[config.mk]
export PLATFORM = sky130hd
export DESIGN_NAME = pft_coef
export DESIGN_NICKNAME = d
export VERILOG_FILES = /design/src/rtl/pft_pkg.sv /design/src/rtl/pft_coef.sv
export SDC_FILE = /design/constraint.sdc
export NUM_CORES = 1
export LEC_CHECK = 0
export BUFFER_PORTS_ARGS = -buffer_cell sky130_fd_sc_hd__clkbuf_2
export CORE_AREA = 2 2 157 159
export CTS_CLUSTER_DIAMETER = 120
export DETAILED_ROUTE_END_ITERATION = 16
export DIE_AREA = 0 0 159 161
export GPL_TIMING_DRIVEN = 1
export HOLD_SLACK_MARGIN = 0.03
export PLACE_DENSITY = 0.68
export SLEW_MARGIN = 25
export SYNTH_ARGS = -nofsm -noshare
export SYNTH_HDL_FRONTEND = slang
export SYNTH_SLANG_ARGS = --single-unit
[constraint.sdc]
create_clock -name clock -period 5.9 [get_ports clock]
set_input_delay 0.59 -clock clock [delete_from_list [all_inputs] [get_ports clock]]
set_output_delay 0.59 -clock clock [all_outputs]
set_load 0.02 [all_outputs]
[src/rtl/pft_pkg.sv]
package pft_pkg;

   localparam int CORDIC_STAGES = 16;
   localparam int FRACTION_BITS = 16;

   localparam int IDX_W    = 5;
   localparam int CORDIC_W = 34;
   localparam int Z_W      = 33;
   localparam int OP_W     = 33;
   localparam int CS_W     = FRACTION_BITS + 2;
   localparam int PROD_W   = OP_W + CS_W;
   localparam int SUM_W    = PROD_W + 1;
   localparam int FIN_W    = SUM_W + 1;

   localparam logic signed [CORDIC_W-1:0] GAIN_Q30 = CORDIC_W'(652032874);
   localparam logic signed [31:0] QUARTER_TURN = 32'sh40000000;
   localparam logic signed [31:0] NEG_QUARTER_TURN = 32'shC0000000;
   localparam logic signed [CORDIC_W-1:0] COEF_BIAS = CORDIC_W'(1) << (29 - FRACTION_BITS);
   localparam logic signed [SUM_W-1:0] ROUND_BIAS = SUM_W'(1) << (FRACTION_BITS - 1);
   localparam logic signed [FIN_W-1:0] RESULT_MAX = FIN_W'(2147483647);
   localparam logic signed [FIN_W-1:0] RESULT_MIN = ~RESULT_MAX;

   typedef enum logic {
      MODE_TO_LOCAL = 1'b0,
      MODE_TO_WORLD = 1'b1
   } mode_type;

   typedef struct packed {
      logic                   mode;
      logic signed [OP_W-1:0] a;
      logic signed [OP_W-1:0] b;
      logic signed [31:0]     off_x;
      logic signed [31:0]     off_y;
   } operand_type;

   typedef struct packed {
      logic signed [CORDIC_W-1:0] x;
      logic signed [CORDIC_W-1:0] y;
      logic signed [Z_W-1:0]      z;
      logic                       flip;
   } rotor_type;

   typedef struct packed {
      logic signed [CS_W-1:0] c;
      logic signed [CS_W-1:0] t;
   } coef_type;

   function automatic logic [31:0] atan_turn(input logic [IDX_W-1:0] idx);
      logic [31:0] val;
      case (idx)
         5'd0:  val = 32'h20000000;
         5'd1:  val = 32'h12E4051E;
         5'd2:  val = 32'h09FB385B;
         5'd3:  val = 32'h051111D4;
         5'd4:  val = 32'h028B0D43;
         5'd5:  val = 32'h0145D7E1;
         5'd6:  val = 32'h00A2F61E;
         5'd7:  val = 32'h00517C55;
         5'd8:  val = 32'h0028BE53;
         5'd9:  val = 32'h00145F2F;
         5'd10: val = 32'h000A2F98;
         5'd11: val = 32'h000517CC;
         5'd12: val = 32'h00028BE6;
         5'd13: val = 32'h000145F3;
         5'd14: val = 32'h0000A2FA;
         5'd15: val = 32'h0000517D;
         5'd16: val = 32'h000028BE;
         5'd17: val = 32'h0000145F;
         5'd18: val = 32'h00000A30;
         5'd19: val = 32'h00000518;
         5'd20: val = 32'h0000028C;
         5'd21: val = 32'h00000146;
         5'd22: val = 32'h000000A3;
         5'd23: val = 32'h00000051;
         default: val = 32'h00000000;
      endcase
      return val;
   endfunction

endpackage

[src/rtl/pft_coef.sv]
module pft_coef (
   input  logic                  clock,
   input  logic                  reset,
   input  logic                  up_valid,
   output logic                  up_ready,
   input  pft_pkg::rotor_type    up_rotor,
   input  pft_pkg::operand_type  up_oper,
   output logic                  dn_valid,
   input  logic                  dn_ready,
   output pft_pkg::coef_type     dn_coef,
   output pft_pkg::operand_type  dn_oper
);

   logic                                 valid_ff;
   pft_pkg::coef_type                    coef_ff, coef_in;
   pft_pkg::operand_type                 oper_ff;
   logic signed [pft_pkg::CORDIC_W-1:0]  xr, yr;
   logic signed [pft_pkg::CS_W-1:0]      c, s;

   assign up_ready = !valid_ff || dn_ready;

   // The sine term is negated once for the half-turn fold and once more for
   // local-to-world, so the two cancel when both apply.
   always_comb begin
      xr = (up_rotor.x + pft_pkg::COEF_BIAS) >>> (30 - pft_pkg::FRACTION_BITS);
      yr = (up_rotor.y + pft_pkg::COEF_BIAS) >>> (30 - pft_pkg::FRACTION_BITS);
      c  = pft_pkg::CS_W'(xr);
      s  = pft_pkg::CS_W'(yr);
      coef_in.c = up_rotor.flip ? -c : c;
      coef_in.t = (up_rotor.flip ^ up_oper.mode) ? -s : s;
   end

   always_ff @(posedge clock) begin
      if (reset) begin
         valid_ff <= 1'b0;
      end else if (up_ready) begin
         valid_ff <= up_valid;
      end
   end

   always_ff @(posedge clock) begin
      if (up_ready && up_valid) begin
         coef_ff <= coef_in;
         oper_ff <= up_oper;
      end
   end

   assign dn_valid = valid_ff;
   assign dn_coef  = coef_ff;
   assign dn_oper  = oper_ff;

endmodule

==> results.cfg <==
[worst_hold_path]
holdCritStartpoint = reset
hold_path_class = input pin to flip-flop
hold_path_end = dn_valid$_SDFFE_PP0N_
whs_path_depth = 2

[yosys]
yosysUniqueCellTypes = 71
post-synth-top-count-cell = edfxtp_1
synth_seq_cells = 168
synth.area.top_cells = edfxtp_1 68%, xnor2_1 6.6%, xor2_1 2.0%
yosysSeqAreaShare_pct = 67.8
yosys.area.top_type_share_pct = 67.6
async_reset_ff_share_pct = 0
yosys_warnings = 0
synth_nets = 746
synth_cells = 505
synth_ff_type = edfxtp_1
synth_area_leader_cell = edfxtp_1
synth_enable_flop_cells = 167
synth_area_um2 = 7420
syn_avg_cell_area_um2 = 14.7
netlist_top_cells_count = 167 x edfxtp_1, 56 x xnor2_1, 31 x nand2_1, 21 x a21oi_1, 20 x nor2_1

[critical_path]
ff2ff_setup_slack_ns = 4.15
path_buf_inv = 1
critPathLaunchType = input pin
r2r_cells = 3
rr_startpoint = dn_valid$_SDFFE_PP0N_
arrival_ns = 3.11
max_stage_delay_ns = 0.41
cp.required_ns = 6.06
crit_chain = clkbuf_2 > ha_1 > xnor2_1 > ha_1 > nor3b_1 > a32oi_1 > a211oi_1 > nor3b_1 > and2_1 > o311ai_1 > xor2_1
r2r-end = dn_coef[4]$_DFFE_PP_
path_max_fanout = 9
critPathTopFamily = simple AND/OR/NAND/NOR gates
crit_path_end_kind = flip-flop
cp.depth = 11
cpMaxStageDelayCell = nor3b_1
worstSetupPathType = input pin to flip-flop

[power_and_ir_drop]
switchingPower_mw = 0.826
p_comb_share_pct = 14.1
p_seq_share_pct = 48.6
powerDensity_nw_per_um2 = 296
power_frac_clock_pct = 37.3
p_leak_nw = 4.03
switching_share_pct = 28.0
max-vdd-ir-drop_uv = 169
intPower_mw = 2.13

[floorplanning]
core-area_um2 = 24000
die_h_um = 161
die_w_um = 159
die_area_um2 = 25600
start_util_pct = 31.0
rows = 57
ios = 406

[clock_tree]
htreeDepth = 4
path_clk_slew_ns = 0.07
cts_tree = built
cts_buffer_depth = 2
cts.sinks = 168
cts_resized = 0
cts_setup_buffers = 0
clkLatencyLatePin_ns = 0.42
numCtsBuffers = 17
hold_buffers = 0
clock_tree.root_cell = clkbuf_16

[sta]
slew_viol_final = 0
whs_ns = 0.320
timing.final.crit_share_pct = 50.1
fmax_ghz = 0.338
layout_min_cycle_time_ns = 2.96
finClkSkew_ns = 0.00883
worst_slew_pin_slew_ns = 0.909
rsz0062_at_grt = false
hold_viol = 0
setup_viol = 0
relSlewSlack_pct = 39.4
finalSetupTns_ns = 0

[place]
place_area_um2 = 9390
dp.cells = 1141
hpwlAfterDp_um = 15800
numPortBuffers = 342
gp_congestion = 0.797

[cells_and_area]
nets = 1077
layout-drive-gt1-share_pct = 48.4
fillCellCount = 2289
final_area_um2 = 9970
area_growth_pct = 34.4
final_cells = 1176

[global_route]
grt_pass1_vias = 5196
grt_pass1_wl_um = 30800
grt_util_all_layers_pct = 15.8
grt_max_degree = 168
grt_antenna_before_repair = 3
grt-ovfl-total = 0

[route]
wl_um = 20500
ant_nets = 0
wl_met1_um = 8420
wl_met2_um = 10500
dr_wl_met3_um = 1290
dr.first_iter.drc_count = 353
routed_via_density = 4.61
first_pass_iters = 6
drc = 0
highest_layer = met4
route.vias.total = 5423
wl_per_cell_um = 17.5

[job]
drv_cap = 0

[status]
status = finished clean
-- power groups by stage --
stage	combinational, mW	sequential [mW]	clock, mW
after global placement	0.415	1.46	0
final	0.416	1.44	1.10
after CTS	0.421	1.44	1.14
after detailed placement	0.420	1.46	0
after floorplan	0.144	1.57	0
after global routing	0.450	1.44	1.19
-- flip-flops by register name, summed over array words and instances (netlist names) --
register,cells
dn_coef,36
dn_oper,131
dn_valid,1
-- per-stage QoR --
stage	power, mW	utilization [%]	setup WS (ns)
floorplan	1.72	-	0.647
global placement	1.87	39.2	2.62
detailed placement	1.88	39.2	2.57
CTS	3.00	41.6	2.99
global route	3.08	41.6	2.66
finish	2.95	41.6	2.94
-- layout by cell type (no fill, tap or decap), types with 3 or more instances in the layout --
| cell type | count |
|---|---|
| clkbuf_2 | 342 |
| edfxtp_1 | 167 |
| xnor2_1 | 56 |
| nand2_1 | 31 |
| a21oi_1 | 21 |
| nor2_1 | 20 |
| nand3_1 | 17 |
| xor2_1 | 17 |
| clkbuf_16 | 17 |
| nor3_1 | 9 |
| inv_1 | 8 |
| o21ai_0 | 8 |
| a31oi_1 | 8 |
| and3_1 | 7 |
| nand4_1 | 7 |
| and4_1 | 5 |
| inv_8 | 5 |
| nor4_4 | 4 |
| nor4_1 | 4 |
| a211oi_1 | 4 |
| ha_1 | 4 |
| diode_2 | 3 |
| nand4_2 | 3 |
| a311oi_1 | 3 |
| nand2b_1 | 3 |
| nor3b_1 | 3 |
| mux2_2 | 3 |
| o22ai_1 | 3 |
| a211oi_2 | 3 |
| o31ai_1 | 3 |
| inv_6 | 3 |
| clkinv_4 | 3 |
-- final cells by class --
type / count / area [um2] / area share [%]
Clock inverter: 14 / 149 / 1.49
Inverter: 8 / 30.0 / 0.301
Tap cell: 324 / 405 / 4.07
Timing Repair Buffer: 344 / 1740 / 17.4
Antenna cell: 3 / 7.51 / 0.0753
Clock buffer: 18 / 429 / 4.30
Sequential cell: 168 / 5030 / 50.5
Multi-Input combinational cell: 297 / 2180 / 21.8
-- worst max path at each step --
stage	start	to	slack (ns)
detailed placement	up_rotor[47]	dn_coef[12]$_DFFE_PP_	2.57
finish	up_rotor[47]	dn_coef[12]$_DFFE_PP_	2.94
floorplan	dn_ready	dn_coef[0]$_DFFE_PP_	0.65
CTS	up_rotor[47]	dn_coef[12]$_DFFE_PP_	2.99
global route	up_rotor[47]	dn_coef[12]$_DFFE_PP_	2.66
global placement	up_rotor[47]	dn_coef[12]$_DFFE_PP_	2.62
-- kinds of logic after synthesis --
logic type,share of synthesized area [%]
flops,67.8
simple gates,12.0
compound gates,7.30
xor+xnor,8.61
buf+inv,2.87
mux,0.725
fa+ha+maj,0.674
-- layer usage --
| metal | up-vias | track usage (%) |
|---|---|---|
| met4 | 0 | 5.17 |
| li1 | 2580 | - |
| met2 | 206 | 26.9 |
| met3 | 16 | 4.16 |
| met5 | - | 0 |
| met1 | 2621 | 19.7 |
Note: power is estimated with default switching activity, not from simulation.
