## src/rtl/pft_pkg.sv

```systemverilog
package pft_pkg;

   localparam int CORDIC_STAGES = 16;
   localparam int FRACTION_BITS = 16;

   localparam int IDX_W    = 5;
   localparam int CORDIC_W = 34;
   localparam int Z_W      = 33;
   localparam int OP_W     = 33;
   localparam int CS_W     = FRACTION_BITS + 2;
   localparam int PROD_W   = OP_W + CS_W;
   localparam int SUM_W    = PROD_W + 1;
   localparam int FIN_W    = SUM_W + 1;

   localparam logic signed [CORDIC_W-1:0] GAIN_Q30 = CORDIC_W'(652032874);
   localparam logic signed [31:0] QUARTER_TURN = 32'sh40000000;
   localparam logic signed [31:0] NEG_QUARTER_TURN = 32'shC0000000;
   localparam logic signed [CORDIC_W-1:0] COEF_BIAS = CORDIC_W'(1) << (29 - FRACTION_BITS);
   localparam logic signed [SUM_W-1:0] ROUND_BIAS = SUM_W'(1) << (FRACTION_BITS - 1);
   localparam logic signed [FIN_W-1:0] RESULT_MAX = FIN_W'(2147483647);
   localparam logic signed [FIN_W-1:0] RESULT_MIN = ~RESULT_MAX;

   typedef enum logic {
      MODE_TO_LOCAL = 1'b0,
      MODE_TO_WORLD = 1'b1
   } mode_type;

   typedef struct packed {
      logic                   mode;
      logic signed [OP_W-1:0] a;
      logic signed [OP_W-1:0] b;
      logic signed [31:0]     off_x;
      logic signed [31:0]     off_y;
   } operand_type;

   typedef struct packed {
      logic signed [CORDIC_W-1:0] x;
      logic signed [CORDIC_W-1:0] y;
      logic signed [Z_W-1:0]      z;
      logic                       flip;
   } rotor_type;

   typedef struct packed {
      logic signed [CS_W-1:0] c;
      logic signed [CS_W-1:0] t;
   } coef_type;

   function automatic logic [31:0] atan_turn(input logic [IDX_W-1:0] idx);
      logic [31:0] val;
      case (idx)
         5'd0:  val = 32'h20000000;
         5'd1:  val = 32'h12E4051E;
         5'd2:  val = 32'h09FB385B;
         5'd3:  val = 32'h051111D4;
         5'd4:  val = 32'h028B0D43;
         5'd5:  val = 32'h0145D7E1;
         5'd6:  val = 32'h00A2F61E;
         5'd7:  val = 32'h00517C55;
         5'd8:  val = 32'h0028BE53;
         5'd9:  val = 32'h00145F2F;
         5'd10: val = 32'h000A2F98;
         5'd11: val = 32'h000517CC;
         5'd12: val = 32'h00028BE6;
         5'd13: val = 32'h000145F3;
         5'd14: val = 32'h0000A2FA;
         5'd15: val = 32'h0000517D;
         5'd16: val = 32'h000028BE;
         5'd17: val = 32'h0000145F;
         5'd18: val = 32'h00000A30;
         5'd19: val = 32'h00000518;
         5'd20: val = 32'h0000028C;
         5'd21: val = 32'h00000146;
         5'd22: val = 32'h000000A3;
         5'd23: val = 32'h00000051;
         default: val = 32'h00000000;
      endcase
      return val;
   endfunction

endpackage

```

## src/rtl/pft_cordic_stage.sv

```systemverilog
module pft_cordic_stage (
   input  logic                          clock,
   input  logic                          reset,
   input  logic [pft_pkg::IDX_W-1:0]     shift,
   input  logic                          up_valid,
   output logic                          up_ready,
   input  pft_pkg::rotor_type            up_rotor,
   input  pft_pkg::operand_type          up_oper,
   output logic                          dn_valid,
   input  logic                          dn_ready,
   output pft_pkg::rotor_type            dn_rotor,
   output pft_pkg::operand_type          dn_oper
);

   logic                                 valid_ff;
   pft_pkg::rotor_type                   rotor_ff, rotor_in;
   pft_pkg::operand_type                 oper_ff;
   logic signed [pft_pkg::CORDIC_W-1:0]  x, y, xs, ys;
   logic signed [pft_pkg::Z_W-1:0]       z, atan;

   assign up_ready = !valid_ff || dn_ready;

   always_comb begin
      x    = up_rotor.x;
      y    = up_rotor.y;
      z    = up_rotor.z;
      xs   = x >>> shift;
      ys   = y >>> shift;
      atan = pft_pkg::Z_W'(pft_pkg::atan_turn(shift));
      rotor_in.flip = up_rotor.flip;
      if (!z[pft_pkg::Z_W-1]) begin
         rotor_in.x = x - ys;
         rotor_in.y = y + xs;
         rotor_in.z = z - atan;
      end else begin
         rotor_in.x = x + ys;
         rotor_in.y = y - xs;
         rotor_in.z = z + atan;
      end
   end

   always_ff @(posedge clock) begin
      if (reset) begin
         valid_ff <= 1'b0;
      end else if (up_ready) begin
         valid_ff <= up_valid;
      end
   end

   always_ff @(posedge clock) begin
      if (up_ready && up_valid) begin
         rotor_ff <= rotor_in;
         oper_ff  <= up_oper;
      end
   end

   assign dn_valid = valid_ff;
   assign dn_rotor = rotor_ff;
   assign dn_oper  = oper_ff;

endmodule

```

## config.mk

```make
export PLATFORM = sky130hd
export DESIGN_NAME = pft_cordic_stage
export DESIGN_NICKNAME = d
export VERILOG_FILES = /design/src/rtl/pft_pkg.sv /design/src/rtl/pft_cordic_stage.sv
export SDC_FILE = /design/constraint.sdc
export NUM_CORES = 1
export LEC_CHECK = 0
export BUFFER_PORTS_ARGS = -buffer_cell sky130_fd_sc_hd__buf_2
export CORE_ASPECT_RATIO = 2
export CORE_MARGIN = 5
export CORE_UTILIZATION = 60
export DETAILED_ROUTE_END_ITERATION = 8
export GPL_TIMING_DRIVEN = 1
export PLACE_DENSITY_LB_ADDON = 0.08
export SYNTH_ARGS = -nofsm -noshare
export SYNTH_HDL_FRONTEND = slang
export SYNTH_SLANG_ARGS = --single-unit
```

## constraint.sdc

```tcl
create_clock -name clock -period 21.1 [get_ports clock]
set_input_delay 4.22 -clock clock [delete_from_list [all_inputs] [get_ports clock]]
set_output_delay 4.22 -clock clock [all_outputs]
set_load 0.1 [all_outputs]
```

==> impl_metrics.json <==
{
  "post-route-period-util_pct": 53.2,
  "cp-start-kind": "input port",
  "final_core_util_pct": 70.5,
  "clockPowerShare_pct": 17.4,
  "drt-total-wl_mm": 88.2,
  "crit_cells": 21,
  "r2r_cells": 3,
  "drt_pass1_iterations": 9,
  "place_ws_ns": 9.47,
  "die_w_um": 139,
  "port_buffers": 476,
  "drive_above_1_share_pct": 29.2,
  "yosys_warnings": 0,
  "synth_edf_count": 233,
  "timing.fmax_ghz": 0.0892,
  "ys_seq_area_share_pct": 35.1,
  "antenna_found_initial": 16,
  "seq_power_share_pct": 28.8,
  "post_cts_resize_count": 0,
  "place_inst": 2753,
  "die_h_um": 268,
  "clk_latency_ns": 0.54,
  "crit_path_end_kind": "register",
  "crit_path_frequent_cell": "o21ai_0",
  "whs_path_depth": 2,
  "power_switching_mw": 1.07,
  "hold_class": "register to register",
  "setup_viol": 0,
  "status": "finished with violations",
  "grt_pass1_wl_mm": 125,
  "hold_start": "dn_valid",
  "max-cap-violations": 0,
  "crit_required_ns": 21.40,
  "synthToLayoutAreaGrowth_pct": 16.1,
  "core.rowCount": 94,
  "nNetsFinal": 2696,
  "layout_setup_ws_ns": 9.89,
  "clock_sinks": 234,
  "cts_setup_buffers": 0,
  "synth_nets": 2287,
  "hold_viol": 0,
  "clockBufferDepth": 3,
  "path_cells": "buf_6 > buf_4 > mux4_1 > mux2_2 > mux2_2 > a221oi_2 > nand4_1 > nand4bb_2 > nor2_1 > mux2_2 > a2111oi_0 > ha_1 > a21oi_1 > o21ai_0 > a221oi_1 > o21ai_0 > o21ai_0 > o21ai_0 > a31oi_1 > o21ai_0 > xnor2_1",
  "hpwl_mm": 66.7,
  "power_frac_comb_pct": 53.8,
  "path_clk_slew_ns": 0.08,
  "cts-root-buf": "clkbuf_16",
  "max-slew-margin-rel_pct": -1.16,
  "initial_core_util_pct": 60.7,
  "slowest_stage": "buf_4",
  "fin_tns_setup_ns": 0,
  "route.detailed.drc": 0,
  "cts_hold_buf": 0,
  "power_leakage_nw": 9.58,
  "numCtsBuffers": 20,
  "timing.rr.start": "dn_valid",
  "grt_pass1_vias": 19800,
  "switching_share_pct": 49.5,
  "ant_nets": 0,
  "final.fill_count": 2447,
  "ys.flop_type": "edfxtp_1",
  "tightest_slew_ns": 1.52,
  "synthesis.area_sq_um": 20000,
  "wire_per_inst_um": 31.5,
  "routabilityCongestion": 1.15,
  "internal_power_mw": 1.09,
  "p_total_mw": 2.16,
  "cp.arrival_ns": 11.51,
  "track_usage_pct": 45.0,
  "cp-startpoint": "shift[0]",
  "ys_ff_latch": 234,
  "cp_slowest_stage_delay_ns": 0.83,
  "drv_slew": 2,
  "grt_max_degree": 85,
  "grt_overflow": 0,
  "rsz0062_at_grt": "false",
  "drt-initial-drc-count": 2567,
  "instances_no_fill": 2797,
  "ys_types": 99,
  "critPathBufInv": 2,
  "die_area_sq_um": 37300,
  "critPathKind": "input port to register",
  "vias": 20000,
  "cts_tree": "done",
  "period_minus_slack_ns": 11.21,
  "path_delay_family": "compound AO/OA/AOI/OAI gates",
  "core_sq_um": 32900,
  "synthCells": 1934,
  "irDropWorstVdd_v": 0.000114,
  "htreeDepth": 1,
  "avgSynthCellArea_sq_um": 10.3,
  "via_per_inst": 7.14,
  "design.portCount": 477,
  "synthArstFlopShare_pct": 0,
  "powerDensity_nw_per_um2": 92.8,
  "path_max_fanout": 83,
  "violations": "slew limit",
  "clock_skew_ns": 0.0117
}
-- worst min-delay path, stage by stage, from the launching register on --
cell and delay [ns]:
dfxtp_1 0.31, nand2b_1 0.17, a21oi_1 0.12
-- worst paths after layout --
kind	to	slack, ns
min reg2reg	dn_valid	0.66
max	dn_rotor[101]	9.89
min	dn_valid	0.66
max reg2reg	dn_rotor[64]	18.32
-- cells by family after synthesis --
logic type                 count (synthesis)  synth area share, %
muxes                                    188                 15.0
DFF                                      234                 35.1
AOI/OAI and AO/OA                        591                 19.6
and+or+nand+nor                          480                 12.2
buffers and inverters                    160                 3.71
xor gates and xnor gates                 170                 7.44
adders and majority gates                111                 7.05
-- per-stage QoR --
step                      hold slack, ns  instance area, sq um
final                              0.656                 23200
after global routing               0.678                 23200
after CTS                          0.664                 23200
after detailed placement           0.638                 22600
after global placement             0.598                 22600
after floorplan                     1.73                 20000
-- cell usage after synthesis, drive strengths merged (18+ instances only) --
| cell type | count | share of area [%] |
|---|---|---|
| a21oi | 168 | 4.2 |
| mux4 | 83 | 9.5 |
| a31oi | 29 | 0.94 |
| a21o | 42 | 1.6 |
| edfxtp | 233 | 35 |
| o21a | 23 | 0.86 |
| o22ai | 26 | 0.81 |
| a211oi | 35 | 1.3 |
| nand3 | 23 | 0.58 |
| and3 | 18 | 0.57 |
| xor2 | 61 | 2.7 |
| nor2 | 147 | 2.8 |
| clkbuf | 54 | 1.0 |
| ha | 108 | 6.8 |
| inv | 47 | 0.88 |
| buf | 57 | 1.8 |
| nand2 | 128 | 2.4 |
| mux2 | 38 | 2.2 |
| mux2i | 67 | 3.4 |
| nor3 | 24 | 0.65 |
| and2 | 26 | 0.81 |
| nand2b | 20 | 0.63 |
| xnor2 | 109 | 4.8 |
| nor2b | 23 | 0.72 |
| o21ai | 91 | 2.3 |
| o211ai | 23 | 0.86 |
-- sequential cells by signal, indices dropped and copies added (netlist names) --
register and count:
dn_oper 131, dn_rotor 102, dn_valid 1
-- cell type report --
cell class | count | area, sq um | area share [%]
Clock inverter | 15 | 115 | 0.496
Multi-Input combinational cell | 1540 | 12300 | 52.8
Tap cell | 432 | 541 | 2.33
Timing Repair Buffer | 498 | 2560 | 11.0
Antenna cell | 8 | 20.0 | 0.0862
Sequential cell | 234 | 7020 | 30.2
Inverter | 49 | 184 | 0.792
Clock buffer | 21 | 526 | 2.26
-- layer usage --
| metal | up-vias | track usage (%) | wire [um] |
|---|---|---|---|
| met5 | - | 0 | 59 |
| met4 | 10 | 36.0 | 9440 |
| met3 | 535 | 12.4 | 9750 |
| met2 | 1709 | 79.3 | 42900 |
| met1 | 9377 | 44.1 | 26000 |
| li1 | 8349 | - | - |
-- cells in the final DEF (no fill, tap or decap), types with 61 or more instances in the layout --
cell type  count
edfxtp_1     233
a21oi_1      168
nand2_1      128
mux2i_1       67
buf_2        473
xor2_1        61
xnor2_1      109
ha_1         108
mux4_2        77
o21ai_0       88
nor2_1       147
-- power groups by stage --
stage	logic [mW]	registers, mW	clock network (mW)
2_1_floorplan	0.445	1.06	0
3_3_place_gp	1.10	0.628	0
3_5_place_dp	1.13	0.629	0
4_1_cts	1.13	0.621	0.376
5_1_grt	1.20	0.625	0.394
6_report	1.16	0.621	0.376
No activity file was read; power rests on OpenSTA's default activity.
