### config.mk
export PLATFORM = sky130hd
export DESIGN_NAME = pft_prep_flat
export DESIGN_NICKNAME = d
export VERILOG_FILES = /design/src/rtl/pft_pkg.sv /design/src/rtl/pft_req_if.sv /design/src/rtl/pft_prep.sv /design/src/flat_wrapper.sv
export SDC_FILE = /design/constraint.sdc
export NUM_CORES = 1
export LEC_CHECK = 0
export BUFFER_PORTS_ARGS = -buffer_cell sky130_fd_sc_hd__buf_2
export CORE_MARGIN = 2
export CORE_UTILIZATION = 45
export DETAILED_ROUTE_END_ITERATION = 12
export PLACE_DENSITY = 0.87
export SKIP_LAST_GASP = 1
export SYNTH_ARGS = -nofsm -noshare
export SYNTH_HDL_FRONTEND = slang
export SYNTH_SLANG_ARGS = --single-unit
### constraint.sdc
create_clock -name clock -period 6.35 [get_ports clock]
set_input_delay 0.9525 -clock clock [delete_from_list [all_inputs] [get_ports clock]]
set_output_delay 0.9525 -clock clock [all_outputs]
set_load 0.01 [all_outputs]
### src/rtl/pft_pkg.sv
package pft_pkg;

   localparam int CORDIC_STAGES = 16;
   localparam int FRACTION_BITS = 16;

   localparam int IDX_W    = 5;
   localparam int CORDIC_W = 34;
   localparam int Z_W      = 33;
   localparam int OP_W     = 33;
   localparam int CS_W     = FRACTION_BITS + 2;
   localparam int PROD_W   = OP_W + CS_W;
   localparam int SUM_W    = PROD_W + 1;
   localparam int FIN_W    = SUM_W + 1;

   localparam logic signed [CORDIC_W-1:0] GAIN_Q30 = CORDIC_W'(652032874);
   localparam logic signed [31:0] QUARTER_TURN = 32'sh40000000;
   localparam logic signed [31:0] NEG_QUARTER_TURN = 32'shC0000000;
   localparam logic signed [CORDIC_W-1:0] COEF_BIAS = CORDIC_W'(1) << (29 - FRACTION_BITS);
   localparam logic signed [SUM_W-1:0] ROUND_BIAS = SUM_W'(1) << (FRACTION_BITS - 1);
   localparam logic signed [FIN_W-1:0] RESULT_MAX = FIN_W'(2147483647);
   localparam logic signed [FIN_W-1:0] RESULT_MIN = ~RESULT_MAX;

   typedef enum logic {
      MODE_TO_LOCAL = 1'b0,
      MODE_TO_WORLD = 1'b1
   } mode_type;

   typedef struct packed {
      logic                   mode;
      logic signed [OP_W-1:0] a;
      logic signed [OP_W-1:0] b;
      logic signed [31:0]     off_x;
      logic signed [31:0]     off_y;
   } operand_type;

   typedef struct packed {
      logic signed [CORDIC_W-1:0] x;
      logic signed [CORDIC_W-1:0] y;
      logic signed [Z_W-1:0]      z;
      logic                       flip;
   } rotor_type;

   typedef struct packed {
      logic signed [CS_W-1:0] c;
      logic signed [CS_W-1:0] t;
   } coef_type;

   function automatic logic [31:0] atan_turn(input logic [IDX_W-1:0] idx);
      logic [31:0] val;
      case (idx)
         5'd0:  val = 32'h20000000;
         5'd1:  val = 32'h12E4051E;
         5'd2:  val = 32'h09FB385B;
         5'd3:  val = 32'h051111D4;
         5'd4:  val = 32'h028B0D43;
         5'd5:  val = 32'h0145D7E1;
         5'd6:  val = 32'h00A2F61E;
         5'd7:  val = 32'h00517C55;
         5'd8:  val = 32'h0028BE53;
         5'd9:  val = 32'h00145F2F;
         5'd10: val = 32'h000A2F98;
         5'd11: val = 32'h000517CC;
         5'd12: val = 32'h00028BE6;
         5'd13: val = 32'h000145F3;
         5'd14: val = 32'h0000A2FA;
         5'd15: val = 32'h0000517D;
         5'd16: val = 32'h000028BE;
         5'd17: val = 32'h0000145F;
         5'd18: val = 32'h00000A30;
         5'd19: val = 32'h00000518;
         5'd20: val = 32'h0000028C;
         5'd21: val = 32'h00000146;
         5'd22: val = 32'h000000A3;
         5'd23: val = 32'h00000051;
         default: val = 32'h00000000;
      endcase
      return val;
   endfunction

endpackage

### src/rtl/pft_req_if.sv
interface pft_req_if;
   logic               valid;
   logic               ready;
   logic               mode;
   logic signed [31:0] origin_x;
   logic signed [31:0] origin_y;
   logic signed [15:0] heading;
   logic signed [31:0] point_x;
   logic signed [31:0] point_y;

   modport source (output valid, mode, origin_x, origin_y, heading, point_x, point_y,
                   input ready);
   modport sink (input valid, mode, origin_x, origin_y, heading, point_x, point_y,
                 output ready);
endinterface

### src/rtl/pft_prep.sv
module pft_prep (
   input  logic                  clock,
   input  logic                  reset,
   pft_req_if.sink               req_if,
   output logic                  dn_valid,
   input  logic                  dn_ready,
   output pft_pkg::rotor_type    dn_rotor,
   output pft_pkg::operand_type  dn_oper
);

   logic                  valid_ff;
   logic                  up_ready;
   pft_pkg::rotor_type    rotor_ff, rotor_in;
   pft_pkg::operand_type  oper_ff, oper_in;
   logic signed [31:0]    ang;
   logic signed [31:0]    red;
   logic                  wrap;

   assign up_ready = !valid_ff || dn_ready;
   assign req_if.ready = up_ready;

   always_comb begin
      ang  = {req_if.heading, 16'h0000};
      wrap = (ang > pft_pkg::QUARTER_TURN) || (ang < pft_pkg::NEG_QUARTER_TURN);
      red  = wrap ? {~ang[31], ang[30:0]} : ang;
      rotor_in.x    = pft_pkg::GAIN_Q30;
      rotor_in.y    = '0;
      rotor_in.z    = pft_pkg::Z_W'(red);
      rotor_in.flip = wrap;

      oper_in.mode = req_if.mode;
      if (req_if.mode == pft_pkg::MODE_TO_LOCAL) begin
         oper_in.a = pft_pkg::OP_W'(req_if.point_x) - pft_pkg::OP_W'(req_if.origin_x);
         oper_in.b = pft_pkg::OP_W'(req_if.point_y) - pft_pkg::OP_W'(req_if.origin_y);
         oper_in.off_x = '0;
         oper_in.off_y = '0;
      end else begin
         oper_in.a = pft_pkg::OP_W'(req_if.point_x);
         oper_in.b = pft_pkg::OP_W'(req_if.point_y);
         oper_in.off_x = req_if.origin_x;
         oper_in.off_y = req_if.origin_y;
      end
   end

   always_ff @(posedge clock) begin
      if (reset) begin
         valid_ff <= 1'b0;
      end else if (up_ready) begin
         valid_ff <= req_if.valid;
      end
   end

   always_ff @(posedge clock) begin
      if (up_ready && req_if.valid) begin
         rotor_ff <= rotor_in;
         oper_ff  <= oper_in;
      end
   end

   assign dn_valid = valid_ff;
   assign dn_rotor = rotor_ff;
   assign dn_oper  = oper_ff;

endmodule

### src/flat_wrapper.sv
// flat-port wrapper written by rule: the top's interface ports become plain ports
module pft_prep_flat 
  (clock, reset, dn_valid, dn_ready, dn_rotor, dn_oper, req_if_valid, req_if_mode, req_if_origin_x, req_if_origin_y, req_if_heading, req_if_point_x, req_if_point_y, req_if_ready);
  pft_req_if req_if_i ();
  input  logic clock;
  input  logic reset;
  output logic dn_valid;
  input  logic dn_ready;
  output pft_pkg::rotor_type dn_rotor;
  output pft_pkg::operand_type dn_oper;
  input wire logic [$bits(req_if_i.valid)-1:0] req_if_valid;
  input wire logic [$bits(req_if_i.mode)-1:0] req_if_mode;
  input wire logic [$bits(req_if_i.origin_x)-1:0] req_if_origin_x;
  input wire logic [$bits(req_if_i.origin_y)-1:0] req_if_origin_y;
  input wire logic [$bits(req_if_i.heading)-1:0] req_if_heading;
  input wire logic [$bits(req_if_i.point_x)-1:0] req_if_point_x;
  input wire logic [$bits(req_if_i.point_y)-1:0] req_if_point_y;
  output wire logic [$bits(req_if_i.ready)-1:0] req_if_ready;
  assign req_if_i.valid = req_if_valid;
  assign req_if_i.mode = req_if_mode;
  assign req_if_i.origin_x = req_if_origin_x;
  assign req_if_i.origin_y = req_if_origin_y;
  assign req_if_i.heading = req_if_heading;
  assign req_if_i.point_x = req_if_point_x;
  assign req_if_i.point_y = req_if_point_y;
  assign req_if_ready = req_if_i.ready;
  pft_prep u_core (.clock(clock), .reset(reset), .req_if(req_if_i), .dn_valid(dn_valid), .dn_ready(dn_ready), .dn_rotor(dn_rotor), .dn_oper(dn_oper));
endmodule
==> metrics <==
Commonest cells post-synth edfxtp_1 (148), nand2_1 (100), nor2_1 (94); Peak VDD IR 0.000171 V; delay of the slowest cell on the worst path 0.42 ns; fin nets 1494; dpl ws 2.55 ns; Die Y-Extent 151 µm; status completed; Routed Antenna Nets 0; fraction of registers with async set/reset 0; final hold viol count 0; H-tree level count 4; average size of a mapped cell 9.78 µm²; slack of the critical path 2.90 ns; top-area cell type share of the netlist area 0.458; Die W 151 µm; type of the most critical hold path register to register; Max Freq 0.289 GHz; Synth Register Bits 149; crit end category register; max cap viols 0; area grow syn2layout 20.9%; WP data required 6.49 ns; HPWL Detailed 19900 µm; clock root cell clkbuf_16; power per cell area 248 nW/µm²; RSZ-0062 raised after global routing false; TritonCTS clock tree yes; per-cell routed wire length 16.7 µm; vias in the first global route 7670; count leader, synth edfxtp_1; CP arrival 3.59 ns; slowest stage cell, crit path o41ai_1; Initial Util 0.461; I/O Pins 384; vias post-DR 8258; worst-path fanout max 3; register area share after synthesis 0.460; final worst-path cycle share 0.544; deepest clock path buffer count 2; Layout Skew 0.00952 ns; Setup TNS Final 0 ns; Die Area 22800 µm²; CP Cell Sequence buf_2 -> inv_1 -> ha_1 -> fa_1 -> nor2b_1 -> o2111ai_1 -> a21oi_1 -> o211ai_1 -> a21oi_1 -> nor4_1 -> o41ai_1 -> xnor2_1 -> o21ai_0; GP Congestion 0.862; CTS clk-pin slew, worst paths 0.07 ns; final setup fails 0; post-cts gate resize count 0; Vias/cell 5.25; Clock Latency Late Sink 0.42 ns; drt total wl 26200 µm; Sink Count 149; max_slew headroom 0.322; leakage power 5.51 nW; area leader, netlist edfxtp_1; # fillers 1851; Crit Path Category input port to register; DR DRC count 0; Main synth FF type edfxtp_1; row cnt 53; most frequent CP cell a21oi_1; First-pass DRT Iterations 6; first-pass GRT wire length 38800 µm; Pins Over Slew Limit 0; Slew @ Worst Pin 1.02 ns; Worst Setup Start Kind input port; fin crit period 3.45 ns; Mapped Area 9710 µm²; Yosys cell types 68; number of synthesized flops with an enable pin 148; synth top area cells edfxtp_1 (46%), ha_1 (8.2%), buf_4 (6.6%); CTS Buf Count 17; total gr overflow 0; Std-Cell Core Area 21100 µm²; layout cells sized above 1 0.274; post-cts hold buffer count 0; initial antenna violation count 4; Starting DRT DRC Count 768; gr usage total 0.221; Gate Count Post-Synth 993; I/O Buffers 299; total setup buffers inserted after CTS 0; Ys Warns 0; largest net degree at the start of global routing 107
-- registers in the layout (all words and copies together) (netlist names) --
signal           flops
u_core.dn_oper     131
u_core.dn_valid      1
u_core.dn_rotor     17
-- final timing paths --
kind	start	endpoint	slack (ns)	depth (start not counted)
setup / recovery	req_if_point_y[0]	u_core.dn_oper[94]$_DFFE_PP_	2.90	13
hold reg to reg	u_core.dn_valid$_SDFFE_PP0N_	u_core.dn_valid$_SDFFE_PP0N_	0.55	2
setup reg to reg	u_core.dn_valid$_SDFFE_PP0N_	u_core.dn_oper[38]$_SDFFCE_PN0P_	4.27	3
hold / removal	u_core.dn_valid$_SDFFE_PP0N_	u_core.dn_valid$_SDFFE_PP0N_	0.55	2
-- cells by family after synthesis --
family,after synthesis,share of synthesized area
AO/OA/AOI/OAI,242,0.163
XOR/XNOR,51,0.0460
adder cells (fa/ha/maj),66,0.0866
buffers and inverters,199,0.110
flip-flops,149,0.460
multiplexers,5,0.00541
other,2,0.000773
AND/OR/NAND/NOR,279,0.128
-- power breakdown --
part	internal (W)	leakage (nW)	switching (W)	total, W
Combinational	0.000264	3.76	0.000413	0.000678
Sequential	0.00118	1.47	0.0000192	0.00120
Clock	0.000561	0.287	0.000470	0.00103
Total	0.00201	5.51	0.000902	0.00291
-- metrics by stage --
| stage | std cells | area (µm²) | utilization | total power, W | hold WS [ns] |
|---|---|---|---|---|---|
| final | 1573 | 11700 | 0.557 | 0.00291 | 0.549 |
| after global routing | 1571 | 11700 | 0.557 | 0.00304 | 0.575 |
| after CTS | 1567 | 11700 | 0.556 | 0.00292 | 0.550 |
| after detailed placement | 1535 | 11100 | 0.528 | 0.00189 | 0.526 |
| after global placement | 1535 | 11100 | 0.528 | 0.00187 | 0.559 |
| after floorplan | 1075 | 10000 | - | 0.00171 | 0.593 |
-- per-layer routing --
| layer | GRT usage | up-vias | share of wire |
|---|---|---|---|
| met5 | 0 | - | 0 |
| met4 | 0.113 | 0 | 0.037 |
| met3 | 0.0392 | 59 | 0.082 |
| met2 | 0.389 | 440 | 0.50 |
| met1 | 0.258 | 3826 | 0.38 |
| li1 | - | 3933 | - |
-- final cells by class --
class,instances,area (µm²),share of cell area
antenna,6,15.0,0.00128
clock buffer,18,429,0.0365
clock inverter,14,165,0.0141
inverter,82,308,0.0262
multi-input combinational,727,4490,0.382
sequential,149,4460,0.380
tap,275,344,0.0293
timing repair buffer,302,1530,0.131
-- worst max-delay path, delay by kind of cell --
family                   cells  cell delay (ns)
buffers and inverters        2             0.13
XOR/XNOR                     1             0.16
AO/OA/AOI/OAI                6             1.42
adder cells (fa/ha/maj)      2             0.64
AND/OR/NAND/NOR              2             0.29
-- cell usage in the layout (no fill, tap or decap), types with 11 or more instances in the layout --
cell,instances
a21oi_1,56
o21a_1,12
a21o_1,25
buf_2,298
xnor2_1,29
clkbuf_16,17
nor2_1,94
conb_1,84
nand2_1,100
nand4_1,11
ha_1,64
o21ai_0,75
xor2_1,22
edfxtp_1,148
nand3_1,12
o21bai_1,14
nor3_1,13
inv_1,81
No activity file was read; power rests on OpenSTA's default activity.
